File: src/rtl/core/obd_pkg.sv
// ----------------------------------------------------------------------------
// obd_pkg
// Shared widths, register indexes and the stage control word of the
// occupancy block-OR downsampler.
// ----------------------------------------------------------------------------
package obd_pkg;

    localparam int PIX_W      = 8;   // pixel sample width
    localparam int CELL_W     = 10;  // cell index width on the result port
    localparam int CFG_IDX_W  = 2;
    localparam int CFG_DATA_W = 11;
    localparam int DIM_REG_W  = 11;  // image_width / image_height registers
    localparam int SIDE_REG_W = 7;   // cell_side register

    localparam logic [CFG_IDX_W-1:0] CFG_IMAGE_WIDTH  = 2'd0;
    localparam logic [CFG_IDX_W-1:0] CFG_IMAGE_HEIGHT = 2'd1;
    localparam logic [CFG_IDX_W-1:0] CFG_CELL_SIDE    = 2'd2;

    localparam logic [DIM_REG_W-1:0]  RST_IMAGE_WIDTH  = 11'd1024;
    localparam logic [DIM_REG_W-1:0]  RST_IMAGE_HEIGHT = 11'd1024;
    localparam logic [SIDE_REG_W-1:0] RST_CELL_SIDE    = 7'd8;

    // Per-pixel control carried from the input register to the combine stage.
    typedef struct packed {
        logic pix;       // sample is nonzero
        logic in_crop;   // pixel lies inside the cropped grid
        logic ox_first;  // first column of its cell
        logic oy_first;  // first row of its cell
        logic ox_last;   // last column of its cell
        logic oy_last;   // last row of its cell
        logic last;      // pixel belongs to the final cell of the grid
    } t_cell_ctl;

endpackage

File: src/rtl/core/obd_pix_if.sv
// ----------------------------------------------------------------------------
// obd_pix_if
// Valid/ready channel carrying one occupancy pixel per word.
// ----------------------------------------------------------------------------
interface obd_pix_if;
    logic                       valid;
    logic                       ready;
    logic [obd_pkg::PIX_W-1:0]  pixel_value;

    modport source (output valid, output pixel_value, input ready);
    modport sink   (input valid, input pixel_value, output ready);
endinterface

File: src/rtl/core/obd_cell_if.sv
// ----------------------------------------------------------------------------
// obd_cell_if
// Valid/ready channel carrying one finished grid cell per word.
// ----------------------------------------------------------------------------
interface obd_cell_if;
    logic                        valid;
    logic                        ready;
    logic [obd_pkg::CELL_W-1:0]  cell_x;
    logic [obd_pkg::CELL_W-1:0]  cell_y;
    logic                        occupied;
    logic                        last_cell;

    modport source (output valid, output cell_x, output cell_y, output occupied,
                    output last_cell, input ready);
    modport sink   (input valid, input cell_x, input cell_y, input occupied,
                    input last_cell, output ready);
endinterface

File: src/rtl/core/obd_geom.sv
// ----------------------------------------------------------------------------
// obd_geom
// Grid geometry unit: clamps the registers and works out, per axis, the
// number of cells and the first cropped pixel with a bit-serial divider.
// ----------------------------------------------------------------------------
module obd_geom #(
    parameter int MAX_IMAGE_DIM = 1024,
    parameter int MAX_CELL_SIDE = 64,
    localparam int DW     = $clog2(MAX_IMAGE_DIM + 1),
    localparam int SIDE_W = $clog2(MAX_CELL_SIDE + 1)
) (
    input  logic                              i_clk,
    input  logic                              i_rst_n,
    input  logic                              i_start,
    input  logic [obd_pkg::DIM_REG_W-1:0]     i_width,
    input  logic [obd_pkg::DIM_REG_W-1:0]     i_height,
    input  logic [obd_pkg::SIDE_REG_W-1:0]    i_side,
    output logic                              o_busy,
    output logic [DW-1:0]                     o_w,
    output logic [DW-1:0]                     o_h,
    output logic [SIDE_W-1:0]                 o_side,
    output logic [SIDE_W-1:0]                 o_xs,
    output logic [DW-1:0]                     o_gx,
    output logic [SIDE_W-1:0]                 o_ys,
    output logic [DW-1:0]                     o_gy
);

    localparam int CNT_W = $clog2(DW);
    localparam logic G_IDLE = 1'b0;
    localparam logic G_DIV  = 1'b1;

    logic              r_state, n_state;
    logic              r_axis, n_axis;
    logic [CNT_W-1:0]  r_cnt, n_cnt;
    logic [DW-1:0]     r_num, n_num;
    logic [DW-1:0]     r_q, n_q;
    logic [SIDE_W-1:0] r_rem, n_rem;
    logic [DW-1:0]     r_w, n_w, r_h, n_h;
    logic [SIDE_W-1:0] r_side, n_side;
    logic [SIDE_W-1:0] r_xs, n_xs, r_ys, n_ys;
    logic [DW-1:0]     r_gx, n_gx, r_gy, n_gy;

    logic [DW-1:0]     w_clamp, h_clamp;
    logic [SIDE_W-1:0] side_clamp;
    logic [SIDE_W:0]   trial, trial_sub, wrem, wrem_sub;
    logic              ge, wge, wmod_nz, dim_bit;
    logic [SIDE_W-1:0] rem_n, start_n;
    logic [DW-1:0]     q_n, cells_n;

    always_comb begin
        if (i_width == '0) begin
            w_clamp = DW'(1);
        end else if (32'(i_width) > 32'(MAX_IMAGE_DIM)) begin
            w_clamp = DW'(MAX_IMAGE_DIM);
        end else begin
            w_clamp = DW'(i_width);
        end
        if (i_height == '0) begin
            h_clamp = DW'(1);
        end else if (32'(i_height) > 32'(MAX_IMAGE_DIM)) begin
            h_clamp = DW'(MAX_IMAGE_DIM);
        end else begin
            h_clamp = DW'(i_height);
        end
        if (i_side == '0) begin
            side_clamp = SIDE_W'(1);
        end else if (32'(i_side) > 32'(MAX_CELL_SIDE)) begin
            side_clamp = SIDE_W'(MAX_CELL_SIDE);
        end else begin
            side_clamp = SIDE_W'(i_side);
        end
    end

    // One restoring division step per cycle on half the dimension.
    always_comb begin
        trial     = {r_rem, r_num[DW-1]};
        trial_sub = trial - {1'b0, r_side};
        ge        = trial >= {1'b0, r_side};
        rem_n     = ge ? trial_sub[SIDE_W-1:0] : trial[SIDE_W-1:0];
        q_n       = {r_q[DW-2:0], ge};
        cells_n   = {q_n[DW-2:0], 1'b0};
        // dim mod side follows from 2*(half mod side) plus the dropped bit.
        dim_bit   = r_axis ? r_h[0] : r_w[0];
        wrem      = {rem_n, dim_bit};
        wrem_sub  = wrem - {1'b0, r_side};
        wge       = wrem >= {1'b0, r_side};
        wmod_nz   = wge ? (wrem_sub != '0) : (wrem != '0);
        start_n   = wmod_nz ? rem_n : '0;
    end

    always_comb begin
        n_state = r_state;
        n_axis  = r_axis;
        n_cnt   = r_cnt;
        n_num   = r_num;
        n_q     = r_q;
        n_rem   = r_rem;
        n_w     = r_w;
        n_h     = r_h;
        n_side  = r_side;
        n_xs    = r_xs;
        n_gx    = r_gx;
        n_ys    = r_ys;
        n_gy    = r_gy;
        unique case (r_state)
            G_IDLE: begin
                if (i_start) begin
                    n_state = G_DIV;
                    n_axis  = 1'b0;
                    n_cnt   = CNT_W'(DW - 1);
                    n_num   = w_clamp >> 1;
                    n_q     = '0;
                    n_rem   = '0;
                    n_w     = w_clamp;
                    n_h     = h_clamp;
                    n_side  = side_clamp;
                end
            end
            G_DIV: begin
                n_num = r_num << 1;
                n_q   = q_n;
                n_rem = rem_n;
                n_cnt = r_cnt - CNT_W'(1);
                if (r_cnt == '0) begin
                    if (!r_axis) begin
                        n_xs   = start_n;
                        n_gx   = cells_n;
                        n_axis = 1'b1;
                        n_cnt  = CNT_W'(DW - 1);
                        n_num  = r_h >> 1;
                        n_q    = '0;
                        n_rem  = '0;
                    end else begin
                        n_ys    = start_n;
                        n_gy    = cells_n;
                        n_state = G_IDLE;
                    end
                end
            end
            default: n_state = G_IDLE;
        endcase
    end

    always_ff @(posedge i_clk) begin
        if (!i_rst_n) begin
            r_state <= G_IDLE;
        end else begin
            r_state <= n_state;
        end
        r_axis <= n_axis;
        r_cnt  <= n_cnt;
        r_num  <= n_num;
        r_q    <= n_q;
        r_rem  <= n_rem;
        r_w    <= n_w;
        r_h    <= n_h;
        r_side <= n_side;
        r_xs   <= n_xs;
        r_gx   <= n_gx;
        r_ys   <= n_ys;
        r_gy   <= n_gy;
    end

    assign o_busy = (r_state != G_IDLE);
    assign o_w    = r_w;
    assign o_h    = r_h;
    assign o_side = r_side;
    assign o_xs   = r_xs;
    assign o_gx   = r_gx;
    assign o_ys   = r_ys;
    assign o_gy   = r_gy;

endmodule

File: src/rtl/core/occupancy_block_or_downsampler_core.sv
// ----------------------------------------------------------------------------
// occupancy_block_or_downsampler_core
// Reduces a raster occupancy image to a grid of square cells by block OR.
// ----------------------------------------------------------------------------
// Usage: pixels enter one word per cycle in raster order and a finished cell
// passes the input and output registers after its bottom-right pixel is
// taken; the sustained rate without stalls is one pixel per cycle, set by the
// single read and single write a cycle on the per-column OR store. After
// reset and after every write to image_width, image_height or cell_side the
// grid geometry is recomputed by a bit-serial divider, one quotient bit per
// cycle for each axis, and the frame restarts; input ready stays low
// meanwhile. Configuration is to be written only while the block is idle.
// Results appear in raster order of cells, the last cell flagged.
// ----------------------------------------------------------------------------
module occupancy_block_or_downsampler_core #(
    parameter int MAX_IMAGE_DIM = 1024,
    parameter int MAX_CELL_SIDE = 64
) (
    input  logic                               i_clk,
    input  logic                               i_rst_n,
    input  logic                               i_cfg_we,
    input  logic [obd_pkg::CFG_IDX_W-1:0]      i_cfg_idx,
    input  logic [obd_pkg::CFG_DATA_W-1:0]     i_cfg_data,
    obd_pix_if.sink                            i_pix,
    obd_cell_if.source                         o_cell
);

    localparam int DW     = $clog2(MAX_IMAGE_DIM + 1);
    localparam int AW     = $clog2(MAX_IMAGE_DIM);
    localparam int SIDE_W = $clog2(MAX_CELL_SIDE + 1);
    localparam int CMP_W  = (DW > SIDE_W) ? DW : SIDE_W;

    // Configuration registers and frame restart.
    logic [obd_pkg::DIM_REG_W-1:0]  r_cfg_width, r_cfg_height;
    logic [obd_pkg::SIDE_REG_W-1:0] r_cfg_side;
    logic                           r_restart;
    logic                           cfg_hit;

    always_comb begin
        unique case (i_cfg_idx)
            obd_pkg::CFG_IMAGE_WIDTH,
            obd_pkg::CFG_IMAGE_HEIGHT,
            obd_pkg::CFG_CELL_SIDE: cfg_hit = i_cfg_we;
            default:                cfg_hit = 1'b0;
        endcase
    end

    always_ff @(posedge i_clk) begin
        if (!i_rst_n) begin
            r_cfg_width  <= obd_pkg::RST_IMAGE_WIDTH;
            r_cfg_height <= obd_pkg::RST_IMAGE_HEIGHT;
            r_cfg_side   <= obd_pkg::RST_CELL_SIDE;
            r_restart    <= 1'b1;
        end else begin
            r_restart <= cfg_hit;
            if (i_cfg_we) begin
                unique case (i_cfg_idx)
                    obd_pkg::CFG_IMAGE_WIDTH:  r_cfg_width  <= i_cfg_data;
                    obd_pkg::CFG_IMAGE_HEIGHT: r_cfg_height <= i_cfg_data;
                    obd_pkg::CFG_CELL_SIDE:
                        r_cfg_side <= i_cfg_data[obd_pkg::SIDE_REG_W-1:0];
                    default: ;
                endcase
            end
        end
    end

    // Grid geometry.
    logic              geom_busy;
    logic [DW-1:0]     w, h, gx, gy;
    logic [SIDE_W-1:0] side, xs, ys;

    obd_geom #(
        .MAX_IMAGE_DIM (MAX_IMAGE_DIM),
        .MAX_CELL_SIDE (MAX_CELL_SIDE)
    ) u_geom (
        .i_clk    (i_clk),
        .i_rst_n  (i_rst_n),
        .i_start  (r_restart),
        .i_width  (r_cfg_width),
        .i_height (r_cfg_height),
        .i_side   (r_cfg_side),
        .o_busy   (geom_busy),
        .o_w      (w),
        .o_h      (h),
        .o_side   (side),
        .o_xs     (xs),
        .o_gx     (gx),
        .o_ys     (ys),
        .o_gy     (gy)
    );

    logic busy;
    assign busy = r_restart || geom_busy;

    // Position counters: pixel position, offset in the cell and cell index.
    logic [DW-1:0]     r_col, n_col, r_row, n_row;
    logic [SIDE_W-1:0] r_ox, n_ox, r_oy, n_oy;
    logic [DW-1:0]     r_cx, n_cx, r_cy, n_cy;
    logic              col_in, row_in, col_last, row_last, ox_last, oy_last;
    logic              pix_acc;

    assign col_in   = CMP_W'(r_col) >= CMP_W'(xs);
    assign row_in   = CMP_W'(r_row) >= CMP_W'(ys);
    assign col_last = (r_col == w - DW'(1));
    assign row_last = (r_row == h - DW'(1));
    assign ox_last  = (r_ox == side - SIDE_W'(1));
    assign oy_last  = (r_oy == side - SIDE_W'(1));
    assign pix_acc  = i_pix.valid && i_pix.ready;

    always_comb begin
        n_col = r_col;
        n_row = r_row;
        n_ox  = r_ox;
        n_oy  = r_oy;
        n_cx  = r_cx;
        n_cy  = r_cy;
        if (cfg_hit) begin
            n_col = '0;
            n_row = '0;
            n_ox  = '0;
            n_oy  = '0;
            n_cx  = '0;
            n_cy  = '0;
        end else if (pix_acc) begin
            if (col_last) begin
                n_col = '0;
                n_ox  = '0;
                n_cx  = '0;
                if (row_last) begin
                    n_row = '0;
                    n_oy  = '0;
                    n_cy  = '0;
                end else begin
                    n_row = r_row + DW'(1);
                    if (row_in) begin
                        if (oy_last) begin
                            n_oy = '0;
                            n_cy = r_cy + DW'(1);
                        end else begin
                            n_oy = r_oy + SIDE_W'(1);
                        end
                    end
                end
            end else begin
                n_col = r_col + DW'(1);
                if (col_in) begin
                    if (ox_last) begin
                        n_ox = '0;
                        n_cx = r_cx + DW'(1);
                    end else begin
                        n_ox = r_ox + SIDE_W'(1);
                    end
                end
            end
        end
    end

    always_ff @(posedge i_clk) begin
        if (!i_rst_n) begin
            r_col <= '0;
            r_row <= '0;
            r_ox  <= '0;
            r_oy  <= '0;
            r_cx  <= '0;
            r_cy  <= '0;
        end else begin
            r_col <= n_col;
            r_row <= n_row;
            r_ox  <= n_ox;
            r_oy  <= n_oy;
            r_cx  <= n_cx;
            r_cy  <= n_cy;
        end
    end

    // Input register: control word, cell index and the column flag read.
    obd_pkg::t_cell_ctl in_ctl, r_s1_ctl;
    logic               r_s1_v;
    logic [DW-1:0]      r_s1_cx, r_s1_cy;
    logic               r_s1_flag;
    logic               r_flags [MAX_IMAGE_DIM];

    always_comb begin
        in_ctl.pix      = (i_pix.pixel_value != '0);
        in_ctl.in_crop  = col_in && row_in && (r_cx < gx) && (r_cy < gy);
        in_ctl.ox_first = (r_ox == '0);
        in_ctl.oy_first = (r_oy == '0);
        in_ctl.ox_last  = ox_last;
        in_ctl.oy_last  = oy_last;
        in_ctl.last     = (r_cx == gx - DW'(1)) && (r_cy == gy - DW'(1));
    end

    // Combine stage.
    logic emit, s1_go, base, acc_new, r_acc;
    logic r_out_v;

    assign emit    = r_s1_ctl.in_crop && r_s1_ctl.ox_last && r_s1_ctl.oy_last;
    assign s1_go   = r_s1_v && (!emit || !r_out_v || o_cell.ready);
    assign base    = r_s1_ctl.oy_first ? 1'b0 : r_s1_flag;
    assign acc_new = r_s1_ctl.ox_first ? (base | r_s1_ctl.pix)
                                       : (r_acc | r_s1_ctl.pix);

    assign i_pix.ready = !busy && (!r_s1_v || s1_go);

    // The flag of a column is written when a cell row segment ends and read
    // again only a full image row later, so reads never meet pending writes.
    always_ff @(posedge i_clk) begin
        if (pix_acc) begin
            r_s1_flag <= r_flags[r_cx[AW-1:0]];
        end
        if (s1_go && r_s1_ctl.in_crop && r_s1_ctl.ox_last) begin
            r_flags[r_s1_cx[AW-1:0]] <= acc_new;
        end
    end

    always_ff @(posedge i_clk) begin
        if (!i_rst_n) begin
            r_s1_v <= 1'b0;
        end else if (cfg_hit) begin
            r_s1_v <= 1'b0;
        end else if (pix_acc) begin
            r_s1_v <= 1'b1;
        end else if (s1_go) begin
            r_s1_v <= 1'b0;
        end
        if (pix_acc) begin
            r_s1_ctl <= in_ctl;
            r_s1_cx  <= r_cx;
            r_s1_cy  <= r_cy;
        end
        if (s1_go && r_s1_ctl.in_crop) begin
            r_acc <= acc_new;
        end
    end

    // Output register.
    logic [obd_pkg::CELL_W-1:0] r_out_x, r_out_y;
    logic                       r_out_occ, r_out_last;

    always_ff @(posedge i_clk) begin
        if (!i_rst_n) begin
            r_out_v <= 1'b0;
        end else if (s1_go && emit) begin
            r_out_v <= 1'b1;
        end else if (o_cell.ready) begin
            r_out_v <= 1'b0;
        end
        if (s1_go && emit) begin
            r_out_x    <= obd_pkg::CELL_W'(r_s1_cx);
            r_out_y    <= obd_pkg::CELL_W'(r_s1_cy);
            r_out_occ  <= acc_new;
            r_out_last <= r_s1_ctl.last;
        end
    end

    assign o_cell.valid     = r_out_v;
    assign o_cell.cell_x    = r_out_x;
    assign o_cell.cell_y    = r_out_y;
    assign o_cell.occupied  = r_out_occ;
    assign o_cell.last_cell = r_out_last;

`ifndef SYNTHESIS
    a_no_accept_while_busy: assert property (@(posedge i_clk) disable iff (!i_rst_n)
        busy |-> !i_pix.ready)
        else $error("pixel accepted while the grid geometry is being computed");

    a_offsets_in_cell: assert property (@(posedge i_clk) disable iff (!i_rst_n)
        !busy |-> (r_ox < side) && (r_oy < side))
        else $error("cell offset counter ran past the cell side");

    a_last_is_corner: assert property (@(posedge i_clk) disable iff (!i_rst_n)
        (s1_go && emit && r_s1_ctl.last) |=>
            (o_cell.cell_x == obd_pkg::CELL_W'(gx - DW'(1))) &&
            (o_cell.cell_y == obd_pkg::CELL_W'(gy - DW'(1))))
        else $error("last cell flag on a cell that is not the grid corner");
`endif

endmodule

File: src/flat_wrapper.sv
// flat-port wrapper written by rule: the top's interface ports become plain ports
module occupancy_block_or_downsampler_core_flat 
#(
    parameter int MAX_IMAGE_DIM = 1024,
    parameter int MAX_CELL_SIDE = 64
)
  (i_clk, i_rst_n, i_cfg_we, i_cfg_idx, i_cfg_data, i_pix_valid, i_pix_pixel_value, i_pix_ready, o_cell_valid, o_cell_cell_x, o_cell_cell_y, o_cell_occupied, o_cell_last_cell, o_cell_ready);
  obd_pix_if i_pix_i ();
  obd_cell_if o_cell_i ();
  input  logic i_clk;
  input  logic i_rst_n;
  input  logic i_cfg_we;
  input  logic [obd_pkg::CFG_IDX_W-1:0] i_cfg_idx;
  input  logic [obd_pkg::CFG_DATA_W-1:0] i_cfg_data;
  input wire logic [$bits(i_pix_i.valid)-1:0] i_pix_valid;
  input wire logic [$bits(i_pix_i.pixel_value)-1:0] i_pix_pixel_value;
  output wire logic [$bits(i_pix_i.ready)-1:0] i_pix_ready;
  output wire logic [$bits(o_cell_i.valid)-1:0] o_cell_valid;
  output wire logic [$bits(o_cell_i.cell_x)-1:0] o_cell_cell_x;
  output wire logic [$bits(o_cell_i.cell_y)-1:0] o_cell_cell_y;
  output wire logic [$bits(o_cell_i.occupied)-1:0] o_cell_occupied;
  output wire logic [$bits(o_cell_i.last_cell)-1:0] o_cell_last_cell;
  input wire logic [$bits(o_cell_i.ready)-1:0] o_cell_ready;
  assign i_pix_i.valid = i_pix_valid;
  assign i_pix_i.pixel_value = i_pix_pixel_value;
  assign i_pix_ready = i_pix_i.ready;
  assign o_cell_valid = o_cell_i.valid;
  assign o_cell_cell_x = o_cell_i.cell_x;
  assign o_cell_cell_y = o_cell_i.cell_y;
  assign o_cell_occupied = o_cell_i.occupied;
  assign o_cell_last_cell = o_cell_i.last_cell;
  assign o_cell_i.ready = o_cell_ready;
  occupancy_block_or_downsampler_core #(.MAX_IMAGE_DIM(MAX_IMAGE_DIM), .MAX_CELL_SIDE(MAX_CELL_SIDE)) u_core (.i_clk(i_clk), .i_rst_n(i_rst_n), .i_cfg_we(i_cfg_we), .i_cfg_idx(i_cfg_idx), .i_cfg_data(i_cfg_data), .i_pix(i_pix_i), .o_cell(o_cell_i));
endmodule
File: config.mk
export PLATFORM = sky130hd
export DESIGN_NAME = occupancy_block_or_downsampler_core_flat
export DESIGN_NICKNAME = d
export VERILOG_FILES = /design/src/rtl/core/obd_pkg.sv /design/src/rtl/core/obd_pix_if.sv /design/src/rtl/core/obd_cell_if.sv /design/src/rtl/core/obd_geom.sv /design/src/rtl/core/occupancy_block_or_downsampler_core.sv /design/src/flat_wrapper.sv
export SDC_FILE = /design/constraint.sdc
export NUM_CORES = 2
export LEC_CHECK = 0
export BUFFER_PORTS_ARGS = -buffer_cell sky130_fd_sc_hd__buf_2
export CORE_MARGIN = 1.5
export CORE_UTILIZATION = 25
export DETAILED_ROUTE_END_ITERATION = 10
export GPL_TIMING_DRIVEN = 1
export RECOVER_POWER = 100
export SYNTH_ARGS = -nofsm -noshare
export SYNTH_HDL_FRONTEND = slang
export SYNTH_SLANG_ARGS = --single-unit
File: constraint.sdc
create_clock -name i_clk -period 42.2 [get_ports i_clk]
set_input_delay 6.33 -clock i_clk [delete_from_list [all_inputs] [get_ports i_clk]]
set_output_delay 6.33 -clock i_clk [all_outputs]
set_load 0.005 [all_outputs]
==> metrics.cfg <==
[synth]
synth_area_per_cell_um2 = 13.7
async_flop_share = 0
syn_inst = 4098
yosysTopAreaCellShare = 0.627
syn_nets = 4187
yosysTopAreaCell = edfxtp_1
yosysMostFrequentCell = edfxtp_1
synth_common_cells = 1170 x edfxtp_1, 1123 x nor2_1, 270 x clkbuf_1
ys_ff_latch = 1261
syn-cell-area_mm2 = 0.0560
synth.area.top_cells = edfxtp_1 63%, mux4_2 10%, nor2_1 7.5%, dfxtp_1 3.3%, clkbuf_1 1.8%
yosysWarnings = 0
synthDistinctLibCells = 85
synth.yosys.seq_area_share = 0.660
synthFlopType = edfxtp_1
synth_edf_count = 1170

[power_and_ir_drop]
power_density_mw_per_mm2 = 41.0
irDropWorstVdd_uv = 27.1
p_leak_nw = 18.2

[sta]
worst_pin_slew_ps = 10820
setup_viol = 0
worst_slack_ps = 26920
maxSlewHeadroom = -6.21
slew_viol_final = 2398
fin_skew_ps = 37.9
finalCriticalPeriod_ps = 15280
max_freq_mhz = 65.4
rsz0062_at_grt = false
post-route-period-util = 0.362
fin_tns_setup_ps = 0
finalHoldViolations = 0

[placement]
preCtsSetupSlack_ps = 28860
hpwl_mm = 77.3
gp_congestion = 0.790
port_buffers = 49

[detailed_routing]
drc = 0
drtIter0Drc = 3888
vias_per_cell = 4.77
avgRoutedWirePerCell_um = 19.9
ant_nets = 0
drt_wl_total_mm = 141
num_vias = 33842
drt_pre_antenna_iters = 5

[final_layout]
layout.nets = 4105
multi_input_area_mm2 = 0.0174
n_antenna_cell = 0
drive_gt1_frac = 0.129
syn2layout_area_growth_pct = 12.7
seqCellArea_mm2 = 0.0370
n_fill_cell = 22662

[run]
drv_cap = 50

[clocking]
clock_latency_ps = 760
cts.sinks = 1261
cts.clk_slew.worst_paths_ps = 60
cts_buffers = 133
ctsHoldBuffers = 0
cts-resized-gates = 0
cts_tree = built
htreeDepth = 4
post_cts_buffers = 0
root_buffer = clkbuf_16
cts.path.max_buffers = 3

[worst_setup_path]
crit_path_start_kind = flop
worstPathMaxFanout = 296
required_ps = 42090
critPathKind = flop to flop
endpoint_kind = flop
worstPathArrival_ps = 15170

[floorplan]
rows = 173
dieWidth_um = 476
ios = 50
start_util = 0.252
dieHeight_um = 476
core_area_mm2 = 0.223
dieArea_mm2 = 0.227

[grt]
grtUsageTotal = 0.121
grt_first_pass_wirelength_mm = 211
grt_pass1_vias = 33466
grt_start_max_net_pins = 297
antenna_found_initial = 1
globalRouteOverflowTotal = 0

[run_status]
violations = max-capacitance violations, max-slew violations
status = finished with violations

[hold_path]
hp-class = flop to flop

## logic make-up after synthesis
group / share of synthesized area
and+or+nand+nor: 0.122
DFF: 0.660
buffers and inverters: 0.0307
AOI/OAI and AO/OA: 0.0422
muxes: 0.115
xor gates and xnor gates: 0.0164
adders and majority gates: 0.0142
## layer usage
metal	vias up	GRT usage	part of all wire
met5	-	0	0
met4	0	0.0416	0.028
met3	242	0.0212	0.076
met2	1223	0.194	0.47
met1	17503	0.165	0.43
li1	14874	-	-
## worst max-delay path: stages, from the launching register on
cell and delay (ps):
edfxtp_1 350, nand3b_1 160, nand2_1 2110, clkbuf_1 7520, clkbuf_1 3720
## layout by cell type (no fill, tap or decap), types with 17 or more instances in the layout
cell type | synthesis | final
a21oi_1 | 86 | 86
a221oi_1 | 21 | 21
a22o_1 | 23 | 23
a22oi_1 | 45 | 45
buf_2 | 38 | 34
buf_4 | 11 | 22
clkbuf_1 | 270 | 99
clkbuf_16 | 0 | 134
clkinv_1 | 0 | 25
dfxtp_1 | 91 | 90
edfxtp_1 | 1170 | 1170
ha_1 | 62 | 62
inv_1 | 91 | 90
mux2i_1 | 62 | 62
mux4_2 | 257 | 257
nand2_1 | 142 | 127
nand3_1 | 30 | 30
nand4_1 | 30 | 30
nor2_1 | 1123 | 1121
nor2b_1 | 62 | 59
nor3_1 | 39 | 39
nor4_1 | 28 | 28
o21ai_0 | 33 | 36
or3_1 | 17 | 17
xnor2_1 | 74 | 74
xor2_1 | 31 | 31
## flip-flops by register name, summed over array words and instances, names as in the netlist, 11 cells and up
register             flops
u_core.u_geom.r_num     11
u_core.r_cfg_height     11
u_core.u_geom.o_h       11
u_core.r_cfg_width      11
u_core.r_col            11
u_core.u_geom.o_w       11
u_core.r_cy             11
u_core.r_cx             11
u_core.r_row            11
u_core.r_flags        1024
## final cells by class
cell class	count	share of cell area
flip-flops and latches	1261	0.586
multi-input cells	2410	0.275
well taps	2975	0.0590
clock buffers	173	0.0557
repair buffers	119	0.00932
clock inverters	61	0.00926
inverters	91	0.00542
## final timing paths
path,start,to,slack [ps],cells after the start
setup / recovery,u_core.r_s1_ctl[3],u_core.r_flags[842],26920,4
hold / removal,u_core.r_s1_cy[4],u_core.o_cell.cell_y[4],420,0
setup reg to reg,u_core.r_s1_ctl[3],u_core.r_flags[842],26920,4
hold reg to reg,u_core.r_s1_cy[4],u_core.o_cell.cell_y[4],420,0
## where the power goes
part	total [W]	internal, W	switching, W
Combinational	0.0000863	0.0000307	0.0000556
Sequential	0.00138	0.00137	0.00000878
Clock	0.00112	0.000628	0.000491
## through the flow
stage | utilization | instance area [µm²] | cells | hold WS [ps] | total power [W]
final | 0.283 | 63100 | 7090 | 420 | 0.00258
after global routing | 0.283 | 63100 | 7090 | 428 | 0.00267
after CTS | 0.285 | 63400 | 7090 | 419 | 0.00261
after detailed placement | 0.266 | 59300 | 6856 | 405 | 0.00149
after global placement | 0.266 | 59300 | 6856 | 405 | 0.00149
after floorplan | - | 56000 | 4098 | 400 | 0.00147
No activity file was read; power rests on OpenSTA's default activity.
